File: src/rtl/acl_pkg.sv
// Shared types and constants for the request ACL rule matcher.
// Used by the rule cell, the top level and the port checker; no dependencies.
package acl_pkg;

   localparam int WORD_W         = 64;
   localparam int WORDS_PER_RULE = 8;
   localparam int WORD_SEL_W     = 3;
   localparam int WORD_ADDR_W    = 7;
   localparam int RULES_W        = 5;
   localparam int HIT_IDX_W      = 4;

   // stream widths
   localparam int REQ_TDATA_W = 312;
   localparam int REQ_TUSER_W = 5;
   localparam int RSP_TDATA_W = 8;

   // register port
   localparam int CSR_ADDR_W = 3;
   localparam int CSR_DATA_W = 32;
   localparam logic CSR_RULES_IDX = 1'b0;

   // item commands
   localparam logic CMD_WRITE = 1'b0;
   localparam logic CMD_CHECK = 1'b1;

   // request formats
   localparam logic [1:0] FMT_NET    = 2'd0;
   localparam logic [1:0] FMT_SERIAL = 2'd1;

   // address kinds
   localparam logic [1:0] ADDR_V4 = 2'd0;
   localparam logic [1:0] ADDR_V6 = 2'd1;

   // word numbers within a rule
   localparam logic [WORD_SEL_W-1:0] W_FLAGS     = 3'd0;
   localparam logic [WORD_SEL_W-1:0] W_REG_RANGE = 3'd1;
   localparam logic [WORD_SEL_W-1:0] W_ADDR_HI   = 3'd2;
   localparam logic [WORD_SEL_W-1:0] W_ADDR_LO   = 3'd3;
   localparam logic [WORD_SEL_W-1:0] W_MASK_HI   = 3'd4;
   localparam logic [WORD_SEL_W-1:0] W_MASK_LO   = 3'd5;
   localparam logic [WORD_SEL_W-1:0] W_SERIAL    = 3'd6;

   localparam logic [7:0]  ASTERISK     = 8'h2A;
   localparam logic [31:0] V4_MAP_UPPER = 32'h0000_FFFF;

   typedef struct packed {
      logic                   cmd;
      logic [WORD_ADDR_W-1:0] word_addr;
      logic [WORD_W-1:0]      word_data;
      logic [1:0]             fmt;
      logic [1:0]             addr_kind;
      logic [63:0]            addr_high;
      logic [63:0]            addr_low;
      logic [15:0]            port;
      logic [7:0]             unit_id;
      logic [7:0]             func_code;
      logic [15:0]            reg_addr;
      logic [63:0]            serial_name;
   } item_type;

   // one slot of the cell chain: the word plus the verdict so far
   typedef struct packed {
      logic                 valid;
      item_type             item;
      logic                 hit;
      logic [HIT_IDX_W-1:0] hit_idx;
      logic                 applicable;
   } chain_type;

endpackage

File: src/rtl/acl_cell.sv
// One rule cell: holds the eight words of one rule and checks the passing word.
// Depends on acl_pkg; instanced in a row by request_acl_rule_matcher.
module acl_cell #(
   parameter int INDEX             = 0,
   parameter int SERIAL_NAME_BYTES = 8
) (
   input  logic                       clock,
   input  logic                       reset,
   input  logic                       advance,
   input  logic [acl_pkg::RULES_W-1:0] rules_in_use,
   input  acl_pkg::chain_type         chain_in,
   output acl_pkg::chain_type         chain_out
);
   import acl_pkg::*;

   localparam bit ONE_BYTE_NAME = (SERIAL_NAME_BYTES < 2);

   logic [WORD_W-1:0] words_ff [WORDS_PER_RULE];
   chain_type         chain_ff;
   chain_type         chain_in_upd;

   logic        wr_here;
   logic        in_range;
   logic        active;
   logic        applies;
   logic        common_ok;
   logic        addr_ok;
   logic        port_ok;
   logic        kind_ok;
   logic [63:0] hi;
   logic [63:0] lo;
   logic        wild;
   logic        mismatch;
   logic        reached;
   logic        rule_ok;
   logic [WORD_W-1:0] w0;
   logic [WORD_W-1:0] w1;
   logic [WORD_W-1:0] w6;

   assign w0 = words_ff[W_FLAGS];
   assign w1 = words_ff[W_REG_RANGE];
   assign w6 = words_ff[W_SERIAL];

   assign wr_here = advance && chain_in.valid && (chain_in.item.cmd == CMD_WRITE) &&
                    (32'(chain_in.item.word_addr[WORD_ADDR_W-1:WORD_SEL_W]) == INDEX);

   always_ff @(posedge clock) begin
      if (wr_here) begin
         words_ff[chain_in.item.word_addr[WORD_SEL_W-1:0]] <= chain_in.item.word_data;
      end
   end

   assign in_range = (32'(rules_in_use) > INDEX);
   assign active   = chain_in.valid && (chain_in.item.cmd == CMD_CHECK) && !chain_in.hit &&
                     in_range &&
                     (chain_in.item.fmt == FMT_NET || chain_in.item.fmt == FMT_SERIAL);
   assign applies  = (chain_in.item.fmt == FMT_NET) ? w0[0] : w0[1];

   assign common_ok = (w0[15:8] == chain_in.item.unit_id) &&
                      (w0[23:16] == chain_in.item.func_code) &&
                      (chain_in.item.reg_addr >= w1[15:0]) &&
                      (chain_in.item.reg_addr <= w1[31:16]);

   // map IPv4 to ::ffff:a.b.c.d
   always_comb begin
      hi      = chain_in.item.addr_high;
      lo      = chain_in.item.addr_low;
      kind_ok = 1'b0;
      unique case (chain_in.item.addr_kind)
         ADDR_V4: begin
            hi      = '0;
            lo      = {V4_MAP_UPPER, chain_in.item.addr_low[31:0]};
            kind_ok = 1'b1;
         end
         ADDR_V6: begin
            kind_ok = 1'b1;
         end
         default: begin
            kind_ok = 1'b0;
         end
      endcase
   end

   assign addr_ok = !w0[2] ||
                    (kind_ok && (((hi ^ words_ff[W_ADDR_HI]) & words_ff[W_MASK_HI]) == '0) &&
                     (((lo ^ words_ff[W_ADDR_LO]) & words_ff[W_MASK_LO]) == '0));
   assign port_ok = !w0[3] ||
                    ((chain_in.item.port >= w0[47:32]) && (chain_in.item.port <= w0[63:48]));

   assign wild = (w6[7:0] == 8'h00) ||
                 ((w6[7:0] == ASTERISK) && (ONE_BYTE_NAME || (w6[15:8] == 8'h00)));

   // compare bytes up to and including the first zero byte of the rule's id
   always_comb begin
      mismatch = 1'b0;
      reached  = 1'b1;
      for (int i = 0; i < SERIAL_NAME_BYTES; i++) begin
         if (reached && (w6[8*i +: 8] != chain_in.item.serial_name[8*i +: 8])) begin
            mismatch = 1'b1;
         end
         reached = reached && (w6[8*i +: 8] != 8'h00);
      end
   end

   assign rule_ok = (chain_in.item.fmt == FMT_NET) ? (addr_ok && port_ok && common_ok)
                                                   : ((wild || !mismatch) && common_ok);

   always_comb begin
      chain_in_upd = chain_in;
      if (active && applies) begin
         chain_in_upd.applicable = 1'b1;
         if (rule_ok) begin
            chain_in_upd.hit     = 1'b1;
            chain_in_upd.hit_idx = HIT_IDX_W'(INDEX);
         end
      end
   end

   always_ff @(posedge clock) begin
      if (reset) begin
         chain_ff.valid <= 1'b0;
      end else if (advance) begin
         chain_ff <= chain_in_upd;
      end
   end

   assign chain_out = chain_ff;

endmodule

File: config.mk
export PLATFORM = sky130hd
export DESIGN_NAME = acl_cell
export DESIGN_NICKNAME = d
export VERILOG_FILES = /design/src/rtl/acl_pkg.sv /design/src/rtl/acl_cell.sv
export SDC_FILE = /design/constraint.sdc
export NUM_CORES = 1
export LEC_CHECK = 0
export ABC_AREA = 1
export BUFFER_PORTS_ARGS = -buffer_cell sky130_fd_sc_hd__buf_4
export CAP_MARGIN = 20
export CORE_AREA = 2 2 257 259
export CTS_CLUSTER_DIAMETER = 40
export DETAILED_ROUTE_END_ITERATION = 10
export DIE_AREA = 0 0 259 261
export GPL_ROUTABILITY_DRIVEN = 0
export PLACE_DENSITY = 0.69
export SLEW_MARGIN = 20
export SYNTH_ARGS = -nofsm -noshare
export SYNTH_HDL_FRONTEND = slang
export SYNTH_SLANG_ARGS = --single-unit
File: constraint.sdc
create_clock -name clock -period 14.8 [get_ports clock]
set_input_delay 0 -clock clock [delete_from_list [all_inputs] [get_ports clock]]
set_output_delay 0 -clock clock [all_outputs]
set_load 0.01 [all_outputs]
==> results of run 1 <==
==> cells by family (layout without fill, tap and decap cells) <==
family	count (synthesis)	after routing	share of synthesized area, %
simple gates	728	728	11.2
flops	727	727	78.0
mux	1	1	0.0358
buf+inv	227	1390	3.33
fa+ha+maj	64	64	2.86
xor+xnor	71	71	2.22
other cells	0	1	0
compound gates	123	123	2.37
==> sequential cells by signal, summed over array words and instances (netlist names) <==
| name | cells |
|---|---|
| words_ff | 404 |
| chain_out | 323 |
==> stage by stage <==
stage | area [µm²] | hold WS [ns] | power, mW | setup slack (ns) | std cells
final | 40900 | 0.0806 | 5.37 | 11.51 | 3969
after global routing | 40900 | 0.0661 | 5.51 | 11.28 | 3968
after CTS | 40900 | 0.0377 | 5.37 | 11.47 | 3967
after detailed placement | 34000 | 0.190 | 2.75 | 11.49 | 3451
after global placement | 34000 | 0.186 | 2.74 | 11.51 | 3451
after floorplan | 28000 | 0.0691 | 2.52 | 0.229 | 1941
==> repair_timing <==
action,CTS,global route
buffers inserted,0,0
hold buffers,326,0
endpoints found under the hold margin,757,0
gates resized for setup,0,0
==> cells in the final DEF (no fill, tap or decap), drive strengths merged, types with 2 or more instances in the layout <==
| master | synthesis | layout |
|---|---|---|
| a21o | 9 | 9 |
| a21oi | 60 | 60 |
| buf | 19 | 667 |
| bufinv | 0 | 15 |
| clkbuf | 1 | 107 |
| clkinv | 0 | 29 |
| clkinvlp | 0 | 8 |
| dlygate4sd3 | 0 | 326 |
| edfxtp | 726 | 726 |
| ha | 64 | 64 |
| inv | 207 | 238 |
| nand2 | 348 | 348 |
| nand3 | 191 | 191 |
| nand3b | 3 | 3 |
| nand4 | 20 | 20 |
| nor2 | 124 | 124 |
| nor3 | 19 | 19 |
| nor3b | 2 | 2 |
| nor4 | 8 | 8 |
| o21a | 2 | 2 |
| o21ai | 46 | 46 |
| or2 | 12 | 12 |
| xnor2 | 49 | 49 |
| xor2 | 22 | 22 |
==> final cells by class <==
| type | count | area [µm²] |
|---|---|---|
| Fill cell | 4476 | 24100 |
| Sequential cell | 727 | 21800 |
| Timing Repair Buffer | 993 | 8270 |
| Multi-Input combinational cell | 987 | 5280 |
| Clock buffer | 107 | 2590 |
| Clock inverter | 83 | 1080 |
| Tap cell | 864 | 1080 |
| Inverter | 207 | 777 |
| Antenna cell | 1 | 2.50 |
==> worst max-delay path by stage <==
| stage | slack, ns | depth (start not counted) | from | to |
|---|---|---|---|---|
| after floorplan | 0.23 | 2 | advance | chain_out[0]$_SDFFCE_PP1P_ |
| after global placement | 11.51 | 14 | words_ff[6][2]$_DFFE_PP_ | chain_out[1]$_DFFE_PP_ |
| after detailed placement | 11.49 | 14 | words_ff[6][6]$_DFFE_PP_ | chain_out[4]$_DFFE_PP_ |
| after CTS | 11.47 | 14 | words_ff[6][6]$_DFFE_PP_ | chain_out[4]$_DFFE_PP_ |
| after global routing | 11.28 | 14 | words_ff[6][7]$_DFFE_PP_ | chain_out[3]$_DFFE_PP_ |
| final | 11.51 | 14 | words_ff[6][6]$_DFFE_PP_ | chain_out[4]$_DFFE_PP_ |
==> power by group through the flow <==
stage	clock, mW	combinational, mW	sequential (mW)
CTS	2.60	0.422	2.36
detailed placement	0	0.348	2.40
finish	2.59	0.428	2.36
global placement	0	0.341	2.40
floorplan	0	0.0722	2.45
global route	2.70	0.453	2.36
==> cells in the mapped netlist, types with 2 or more instances <==
| library cell | number | area, µm² |
|---|---|---|
| nor2_1 | 124 | 465 |
| o21ai_1 | 16 | 80.1 |
| nor3_1 | 19 | 95.1 |
| nand4_1 | 20 | 125 |
| inv_1 | 206 | 773 |
| edfxtp_1 | 726 | 21800 |
| o21a_1 | 2 | 15.0 |
| buf_2 | 8 | 40.0 |
| buf_4 | 4 | 30.0 |
| nor4_1 | 8 | 50.1 |
| nand3_1 | 191 | 956 |
| buf_6 | 7 | 78.8 |
| o21ai_0 | 30 | 150 |
| ha_1 | 64 | 801 |
| nand2_1 | 346 | 1300 |
| nand3b_1 | 3 | 22.5 |
| nor3b_1 | 2 | 15.0 |
| xnor2_1 | 49 | 429 |
| a21o_1 | 9 | 67.6 |
| a21oi_1 | 60 | 300 |
| xor2_1 | 22 | 193 |
| or2_2 | 12 | 75.1 |
==> layer usage <==
| metal | wire length [µm] | up-vias | part of all wire [%] |
|---|---|---|---|
| met1 | 33400 | 9806 | 38 |
| li1 | - | 9089 | - |
| met5 | 27 | - | 0.031 |
| met3 | 5820 | 174 | 6.7 |
| met2 | 45300 | 893 | 52 |
| met4 | 2920 | 4 | 3.3 |
==> impl_metrics.py, run 1 <==
metrics = {
    "power": {
        "p_int_mw": 4.13,
        "peakVddDrop_v": 0.000112,
        "power_leakage_nw": 16.5,
        "p_clk_share_pct": 48.1,
        "switching_share_pct": 23.1,
        "power_density_nw_per_um2": 131,
        "combPwrFrac_pct": 8.0,
        "p_sw_mw": 1.24,
        "pwr-share-seq_pct": 43.9,
    },
    "timing": {
        "tns_ns": 0,
        "period_needed_ns": 3.29,
        "hold_viol": 0,
        "max_freq_mhz": 304,
        "min_period_over_period_pct": 22.2,
        "worstMarginPinSlew_ns": 1.11,
        "drv_slew": 0,
        "skew_ns": 0.0317,
        "setup_violations": 0,
        "slew_headroom_pct": 26.2,
        "rsz0062_at_grt": "no",
    },
    "min_path": {
        "min-delay-start": "chain_in[317]",
        "hold_depth": 2,
        "whs_endpoint": "chain_out[317]$_DFFE_PP_",
        "hp-class": "input pin to flip-flop",
    },
    "layout": {
        "final_util_pct": 62.9,
        "nNetsFinal": 3412,
        "drive_above_1_share_pct": 28.1,
        "syn_to_final_growth_pct": 46.2,
    },
    "floorplan": {
        "die_h_um": 261,
        "io_pins": 654,
        "rows": 94,
        "dieArea_um2": 67600,
        "initial_core_util_pct": 43.0,
        "die_w_um": 259,
        "coreArea_um2": 65000,
    },
    "critical_path": {
        "path_buf_inv": 1,
        "worstSetupPathType": "flip-flop to flip-flop",
        "r2r_cells": 14,
        "cp_slowest_cell": "nor2_1",
        "rr_endpoint": "chain_out[4]$_DFFE_PP_",
        "cp.arrival_ns": 3.68,
        "startpoint_type": "flip-flop",
        "cpPeakStageDelay_ns": 0.44,
        "crit_required_ns": 15.19,
        "r2r-start": "words_ff[6][6]$_DFFE_PP_",
        "cp_max_fo": 5,
        "r2r_setup_slack_ns": 11.51,
        "timing.critical_path.mode_cell": "nand2_1",
        "path_delay_family": "simple AND/OR/NAND/NOR gates",
        "worst_setup_path_end_kind": "flip-flop",
        "path_cells": "nor2_1 > nand2_1 > nor2_1 > nor2_1 > nand2_1 > inv_1 > nand2_1 > nand3_1 > nor2_1 > nand3_1 > nand2_1 > nand2_1 > nand2_2 > a21oi_1",
    },
    "global_route": {
        "grt_pass1_vias": 20500,
        "antenna_found_initial": 3,
        "grt_pass1_wl_um": 126000,
        "grt_overflow": 0,
        "grt_max_degree": 160,
        "met1_usage_pct": 31.5,
        "grt_util_met2_pct": 44.5,
        "use_met3_pct": 3.89,
        "busiest_layer": "met2",
        "grt_use_total_pct": 25.3,
    },
    "drt": {
        "viasPerCell": 5.03,
        "ant_nets": 0,
        "drt-pass1-iter-count": 5,
        "routed_wl_um": 87500,
        "drt_iter0_drc": 1823,
        "routedWlPerCell_um": 22.1,
        "drc": 0,
        "vias": 20000,
    },
    "yosys": {
        "synth-edff-count": 726,
        "synth_seq_cells": 727,
        "ys_seq_area_share_pct": 78.0,
        "avgSynthCellArea_um2": 14.4,
        "synth-main-ff-cell": "edfxtp_1",
        "ys_types": 35,
        "yosys_warnings": 0,
        "async_reset_ff_share_pct": 0,
        "synth.net_count": 2336,
        "netlist_instances": 1941,
        "syn_area_um2": 28000,
    },
    "status": {
        "status": "completed",
    },
    "placed_design": {
        "port_buffers": 653,
        "dp_hpwl_um": 56700,
    },
    "clock_network": {
        "cts_buffer_depth": 3,
        "cts.sinks": 727,
        "cts_root_buf": "clkbuf_16",
        "cts_tree": "done",
        "cts_made_buffers": 101,
        "clk_pin_slew_ns": 0.06,
        "insertion_delay_ns": 0.64,
        "cts_max_level": 3,
    },
    "run": {
        "drv_cap": 0,
    },
}
No activity file was read; power rests on OpenSTA's default activity.
==> run 2: changes to the inputs <==
--- a/config.mk
+++ b/config.mk
@@ -5,7 +5,7 @@
 export SDC_FILE = /design/constraint.sdc
 export NUM_CORES = 1
 export LEC_CHECK = 0
-export ABC_AREA = 1
+export ABC_AREA = 0
 export BUFFER_PORTS_ARGS = -buffer_cell sky130_fd_sc_hd__buf_4
 export CAP_MARGIN = 20
 export CORE_AREA = 2 2 257 259
@@ -13,7 +13,7 @@
 export DETAILED_ROUTE_END_ITERATION = 10
 export DIE_AREA = 0 0 259 261
 export GPL_ROUTABILITY_DRIVEN = 0
-export PLACE_DENSITY = 0.69
+export PLACE_DENSITY = 0.68
 export SLEW_MARGIN = 20
 export SYNTH_ARGS = -nofsm -noshare
 export SYNTH_HDL_FRONTEND = slang
==> constraint.sdc (replaced) <==
create_clock -name clock -period 2.7 [get_ports clock]
set_input_delay 0 -clock clock [delete_from_list [all_inputs] [get_ports clock]]
set_output_delay 0 -clock clock [all_outputs]
set_load 0.01 [all_outputs]
==> impl_metrics.py, run 2 <==
metrics = {
    "status": {
        "status": "finished with violations",
        "violations": "setup timing",
    },
    "power": {
        "peakVddDrop_v": 0.000718,
        "p_clk_share_pct": 47.6,
        "pwr-share-seq_pct": 44.0,
        "switching_share_pct": 22.8,
        "power_density_nw_per_um2": 711,
        "p_int_mw": 22.7,
        "combPwrFrac_pct": 8.4,
        "p_sw_mw": 6.71,
        "power_leakage_nw": 15.8,
    },
    "global_route": {
        "grt_max_degree": 104,
        "grt_use_total_pct": 26.4,
        "antenna_found_initial": 20,
        "grt_overflow": 0,
        "grt_pass1_wl_um": 127000,
        "grt_pass1_vias": 19100,
    },
    "floorplan": {
        "io_pins": 654,
        "die_h_um": 261,
        "dieArea_um2": 67600,
        "die_w_um": 259,
        "rows": 94,
        "initial_core_util_pct": 42.2,
        "coreArea_um2": 65000,
    },
    "yosys": {
        "synth_most_common_cell": "edfxtp_1",
        "avgSynthCellArea_um2": 18.0,
        "ys_seq_area_share_pct": 79.5,
        "synth-edff-count": 726,
        "synth_seq_cells": 727,
        "ys_top_cells_by_area": "edfxtp_1 79%, xnor2_1 3.4%, ha_1 2.9%",
        "yosys_warnings": 0,
        "synth-main-ff-cell": "edfxtp_1",
        "synth_commonest_cells": "726 x edfxtp_1, 108 x xnor2_1, 70 x nand2_1, 66 x o21ai_0, 64 x ha_1",
        "synth.net_count": 1917,
        "async_reset_ff_share_pct": 0,
        "synth_top_cell_by_area": "edfxtp_1",
        "netlist_instances": 1522,
        "synth_top_area_share_pct": 79.4,
        "ys_types": 54,
        "syn_area_um2": 27500,
    },
    "layout": {
        "final_cell_mix": "726 x edfxtp_1, 714 x buf_4, 325 x dlygate4sd3_1",
        "largest_reg_flops": 404,
        "drive_above_1_share_pct": 34.9,
        "layout_commonest_cell": "edfxtp_1",
        "nNetsFinal": 3058,
        "fillCellCount": 4407,
        "final_util_pct": 63.5,
        "syn_to_final_growth_pct": 50.4,
    },
    "timing": {
        "rsz0062_at_grt": "yes",
        "min_period_over_period_pct": 102,
        "skew_ns": 0.0312,
        "drv_slew": 0,
        "tns_ns": -0.189,
        "max_freq_mhz": 363,
        "hold_viol": 0,
        "setup_violations": 4,
        "finalHoldWorstSlack_ns": 0.0848,
        "slew_headroom_pct": 54.1,
        "period_needed_ns": 2.76,
        "setup_ws_ns": -0.0561,
        "worstMarginPinSlew_ns": 0.683,
    },
    "drt": {
        "vias": 18600,
        "drt_iter0_drc": 1542,
        "routedWlPerCell_um": 25.2,
        "drc": 0,
        "drt-pass1-iter-count": 5,
        "viasPerCell": 5.14,
        "ant_nets": 0,
        "routed_wl_um": 91000,
    },
    "clock_network": {
        "insertion_delay_ns": 0.64,
        "cts_made_buffers": 103,
        "clk_pin_slew_ns": 0.06,
        "cts_buffer_depth": 3,
        "cts_tree": "done",
        "cts_max_level": 3,
        "cts.sinks": 727,
        "cts_root_buf": "clkbuf_16",
    },
    "placed_design": {
        "dp_hpwl_um": 62400,
        "preCtsSetupSlack_ns": -0.429,
        "port_buffers": 653,
    },
    "critical_path": {
        "cp.arrival_ns": 3.15,
        "crit_required_ns": 3.09,
        "cp_slowest_cell": "or4_4",
        "startpoint_type": "flip-flop",
        "path_delay_family": "compound AO/OA/AOI/OAI gates",
        "path_buf_inv": 2,
        "worstSetupPathType": "flip-flop to flip-flop",
        "path_cells": "inv_2 > ha_4 > nand4_1 > or4_4 > o31a_1 > a221o_2 > a211oi_2 > buf_4 > a21boi_1",
        "cpPeakStageDelay_ns": 0.53,
        "worst_setup_path_end_kind": "flip-flop",
        "cp_max_fo": 5,
    },
    "run": {
        "drv_cap": 0,
    },
    "min_path": {
        "hp-class": "input pin to flip-flop",
    },
}
run 2: changes by cell type in the layout (fill, tap and decap cells not counted), sizes merged, moves of 39 or more:
cell	change
nand3	-185
nand2	-278
nor2	-111
xnor2	+59
nand2b	+58
inv	-151
o21ai	+41
mux2i	+49
a21oi	-39
buf	+64
run 2: layer usage:
layer | part of all wire (%) | up-vias | global-route usage, %
met4 | 2.9 | 12 | 9.09
met5 | 0.088 | - | 0
met3 | 7.6 | 167 | 5.27
li1 | - | 8218 | -
met1 | 38 | 9275 | 32.1
met2 | 52 | 915 | 47.0
run 2: power by group through the flow:
| stage | clock network [mW] | logic (mW) | registers, mW |
|---|---|---|---|
| final | 14.0 | 2.48 | 12.9 |
| after CTS | 14.1 | 2.45 | 12.9 |
| after global routing | 14.6 | 2.61 | 12.9 |
| after floorplan | 0 | 0.402 | 13.3 |
| after global placement | 0 | 2.01 | 13.1 |
| after detailed placement | 0 | 2.04 | 13.1 |
run 2: worst reg2reg max path, cell delays in order (launching register included):
cell	delay, ns
edfxtp_1	0.35
inv_2	0.06
ha_4	0.27
nand4_1	0.10
or4_4	0.53
o31a_1	0.25
a221o_2	0.46
a211oi_2	0.25
buf_4	0.18
a21boi_1	0.06
run 2: final timing paths:
kind / slack (ns) / cells after the start / startpoint / endpoint
setup / recovery: -0.06 / 9 / words_ff[0][59]$_DFFE_PP_ / chain_out[1]$_DFFE_PP_
hold / removal: 0.08 / 2 / chain_in[189] / chain_out[189]$_DFFE_PP_
setup reg to reg: -0.06 / 9 / words_ff[0][59]$_DFFE_PP_ / chain_out[1]$_DFFE_PP_
hold reg to reg: 0.85 / 3 / words_ff[0][2]$_DFFE_PP_ / chain_out[3]$_DFFE_PP_
run 2: layout make-up:
cell class              count  area (µm²)  area share [%]
flip-flops and latches    727       21800            52.8
repair buffers           1056        8940            21.7
multi-input cells         712        5580            13.5
clock buffers             114        2690            6.52
well taps                 864        1080            2.62
clock inverters            80         941            2.28
inverters                  63         236           0.573
diodes                      2        5.00          0.0121
run 2: what timing repair did:
action,in CTS,in global routing
hold endpoints to repair,891,0
hold buffers,325,0
gates resized for setup,35,9
pin swaps,24,6
endpoints found under the setup margin,5,5
setup buffers,3,0
run 2: logic make-up (layout without fill, tap and decap cells):
logic type,Yosys count,in the layout,share of synthesized area [%]
DFF,727,727,79.5
AOI/OAI and AO/OA,206,206,4.91
adders and majority gates,64,64,2.92
and+or+nand+nor,233,233,4.58
xor gates and xnor gates,158,158,5.04
other,0,2,0
buffers and inverters,83,1313,1.23
muxes,51,51,1.86
run 2: per-stage QoR:
step                power [mW]  cells  instance area (µm²)
floorplan                 13.7   1522                27500
global placement          15.1   3094                34200
detailed placement        15.2   3094                34200
CTS                       29.4   3616                41200
global route              30.2   3617                41300
finish                    29.4   3618                41300
==> run 3: changes to the inputs <==
--- a/config.mk
+++ b/config.mk
@@ -14,6 +14,7 @@
 export DIE_AREA = 0 0 259 261
 export GPL_ROUTABILITY_DRIVEN = 0
 export PLACE_DENSITY = 0.68
+export RECOVER_POWER = 50
 export SLEW_MARGIN = 20
 export SYNTH_ARGS = -nofsm -noshare
 export SYNTH_HDL_FRONTEND = slang
==> constraint.sdc (replaced) <==
create_clock -name clock -period 2.7 [get_ports clock]
set_input_delay 0 -clock clock [delete_from_list [all_inputs] [get_ports clock]]
set_output_delay 0 -clock clock [all_outputs]
set_load 0.1 [all_outputs]
==> impl_metrics.py, run 3 (synthesized netlist as in run 2, its figures left out) <==
metrics = {
    "critical_path": {
        "path_delay_family": "compound AO/OA/AOI/OAI gates",
        "cp.depth": 9,
        "cp_slowest_cell": "or4_4",
        "r2r_setup_slack_ns": -0.05,
        "rr_endpoint": "chain_out[1]$_DFFE_PP_",
        "endpoint": "chain_out[1]$_DFFE_PP_",
        "cp.arrival_ns": 3.15,
        "worst_setup_path_end_kind": "flip-flop",
        "cpPeakStageDelay_ns": 0.53,
        "r2r_cells": 9,
        "path_buf_inv": 2,
        "path_cells": "inv_2 > ha_4 > nand4_1 > or4_4 > o31a_1 > a221o_2 > a211oi_2 > buf_4 > a21boi_1",
        "crit_required_ns": 3.09,
        "cp_max_fo": 5,
        "r2r-start": "words_ff[0][59]$_DFFE_PP_",
        "startpoint_type": "flip-flop",
        "crit_start": "words_ff[0][59]$_DFFE_PP_",
        "worstSetupPathType": "flip-flop to flip-flop",
    },
    "timing": {
        "slew_headroom_pct": 19.6,
        "min_period_over_period_pct": 102,
        "skew_ns": 0.0282,
        "max_freq_mhz": 363,
        "rsz0062_at_grt": "yes",
        "setup_violations": 4,
        "setup_ws_ns": -0.0536,
        "worstMarginPinSlew_ns": 1.21,
        "hold_viol": 0,
        "drv_slew": 0,
        "period_needed_ns": 2.75,
        "tns_ns": -0.180,
    },
    "layout": {
        "seq_area_um2": 21800,
        "syn_to_final_growth_pct": 45.7,
        "largest_reg_flops": 404,
        "nNetsFinal": 3058,
        "final_util_pct": 61.5,
        "layout_commonest_cell": "edfxtp_1",
        "fillCellCount": 4886,
        "drive_above_1_share_pct": 22.7,
        "multi_input_area_um2": 5570,
        "final_cell_mix": "726 x edfxtp_1, 363 x buf_4, 341 x clkbuf_1",
    },
    "global_route": {
        "antenna_found_initial": 20,
        "grt_pass1_wl_um": 127000,
        "grt_pass1_vias": 19100,
        "grt_max_degree": 104,
        "grt_use_total_pct": 26.4,
        "grt_overflow": 0,
    },
    "drt": {
        "vias": 18500,
        "drt_iter0_drc": 1482,
        "routedWlPerCell_um": 25.0,
        "drc": 0,
        "ant_nets": 0,
        "viasPerCell": 5.11,
        "drt-pass1-iter-count": 6,
        "routed_wl_um": 90600,
    },
    "floorplan": {
        "die_w_um": 259,
        "initial_core_util_pct": 42.2,
        "io_pins": 654,
        "die_h_um": 261,
        "coreArea_um2": 65000,
        "dieArea_um2": 67600,
        "rows": 94,
    },
    "clock_network": {
        "cts_buffer_depth": 3,
        "cts_max_level": 3,
        "clk_pin_slew_ns": 0.06,
        "cts_tree": "done",
        "insertion_delay_ns": 0.64,
        "cts_root_buf": "clkbuf_16",
        "cts.sinks": 727,
        "cts_made_buffers": 103,
    },
    "placed_design": {
        "port_buffers": 653,
        "dp_hpwl_um": 62400,
    },
    "power": {
        "power_leakage_nw": 14.5,
        "power_density_nw_per_um2": 783,
        "peakVddDrop_v": 0.000711,
    },
    "min_path": {
        "hp-class": "input pin to flip-flop",
        "min-delay-start": "chain_in[189]",
    },
    "run": {
        "drv_cap": 0,
    },
    "status": {
        "status": "finished with violations",
        "violations": "setup timing",
    },
}
## run 3: changes by cell type in the layout (fill, tap and decap cells not counted), sizes merged
cell / before / now
buf: 731 / 379
clkbuf: 114 / 466
diode: 2 / 4
## run 3: power breakdown
part | total [mW] | switching [mW] | internal [mW] | leakage [nW]
logic | 4.44 | 3.39 | 1.05 | 6.15
clock network | 14.0 | 5.35 | 8.61 | 1.73
registers | 12.9 | 0.120 | 12.8 | 6.66
## run 3: per-stage QoR
stage	total power [mW]	std cells	hold WS [ns]	setup WS, ns	cell area, µm²
final	31.3	3620	0.107	-0.0536	40000
after global routing	32.1	3617	0.0953	-0.124	40000
after CTS	31.6	3616	0.0627	-0.0260	41200
after detailed placement	17.4	3094	0.192	-0.429	34200
after global placement	17.3	3094	0.191	-0.440	34200
after floorplan	15.9	1522	0.0691	-2.55	27500
## run 3: how the worst min path moves through the flow
stage / slack, ns / endpoint / cells past startpoint
after floorplan: 0.07 / chain_out[322]$_SDFFE_PP0P_ / 1
after global placement: 0.19 / chain_out[322]$_SDFFE_PP0P_ / 2
after detailed placement: 0.19 / chain_out[187]$_DFFE_PP_ / 1
after CTS: 0.06 / chain_out[69]$_DFFE_PP_ / 2
after global routing: 0.1 / chain_out[189]$_DFFE_PP_ / 2
final: 0.11 / chain_out[189]$_DFFE_PP_ / 2
## run 3: repair_timing
action / CTS / global route
setup endpoints to repair: 5 / 5
buffers inserted: 3 / 0
gates resized for setup: 35 / 9
endpoints found under the hold margin: 891 / 0
pin swaps: 24 / 6
hold buffers: 325 / 0
## run 3: area by class of cell
cell class                 count  share of cell area (%)
sequential                   727                    54.5
timing repair buffer        1056                    19.2
multi-input combinational    712                    13.9
clock buffer                 114                    6.73
tap                          864                    2.70
clock inverter                80                    2.35
inverter                      63                   0.591
antenna                        4                  0.0250
## run 3: layer usage
layer	global-route usage [%]	share of wire, %	up-vias
met5	0	0.088	-
li1	-	-	8236
met1	32.1	38	9186
met3	5.27	7.6	168
met4	9.09	3.0	12
met2	47.0	51	913
## run 3: worst register-to-register path, cell delays in order (launching register included)
cell and delay (ns):
edfxtp_1 0.35, inv_2 0.06, ha_4 0.27, nand4_1 0.10, or4_4 0.53, o31a_1 0.25
a221o_2 0.46, a211oi_2 0.26, buf_4 0.18, a21boi_1 0.06
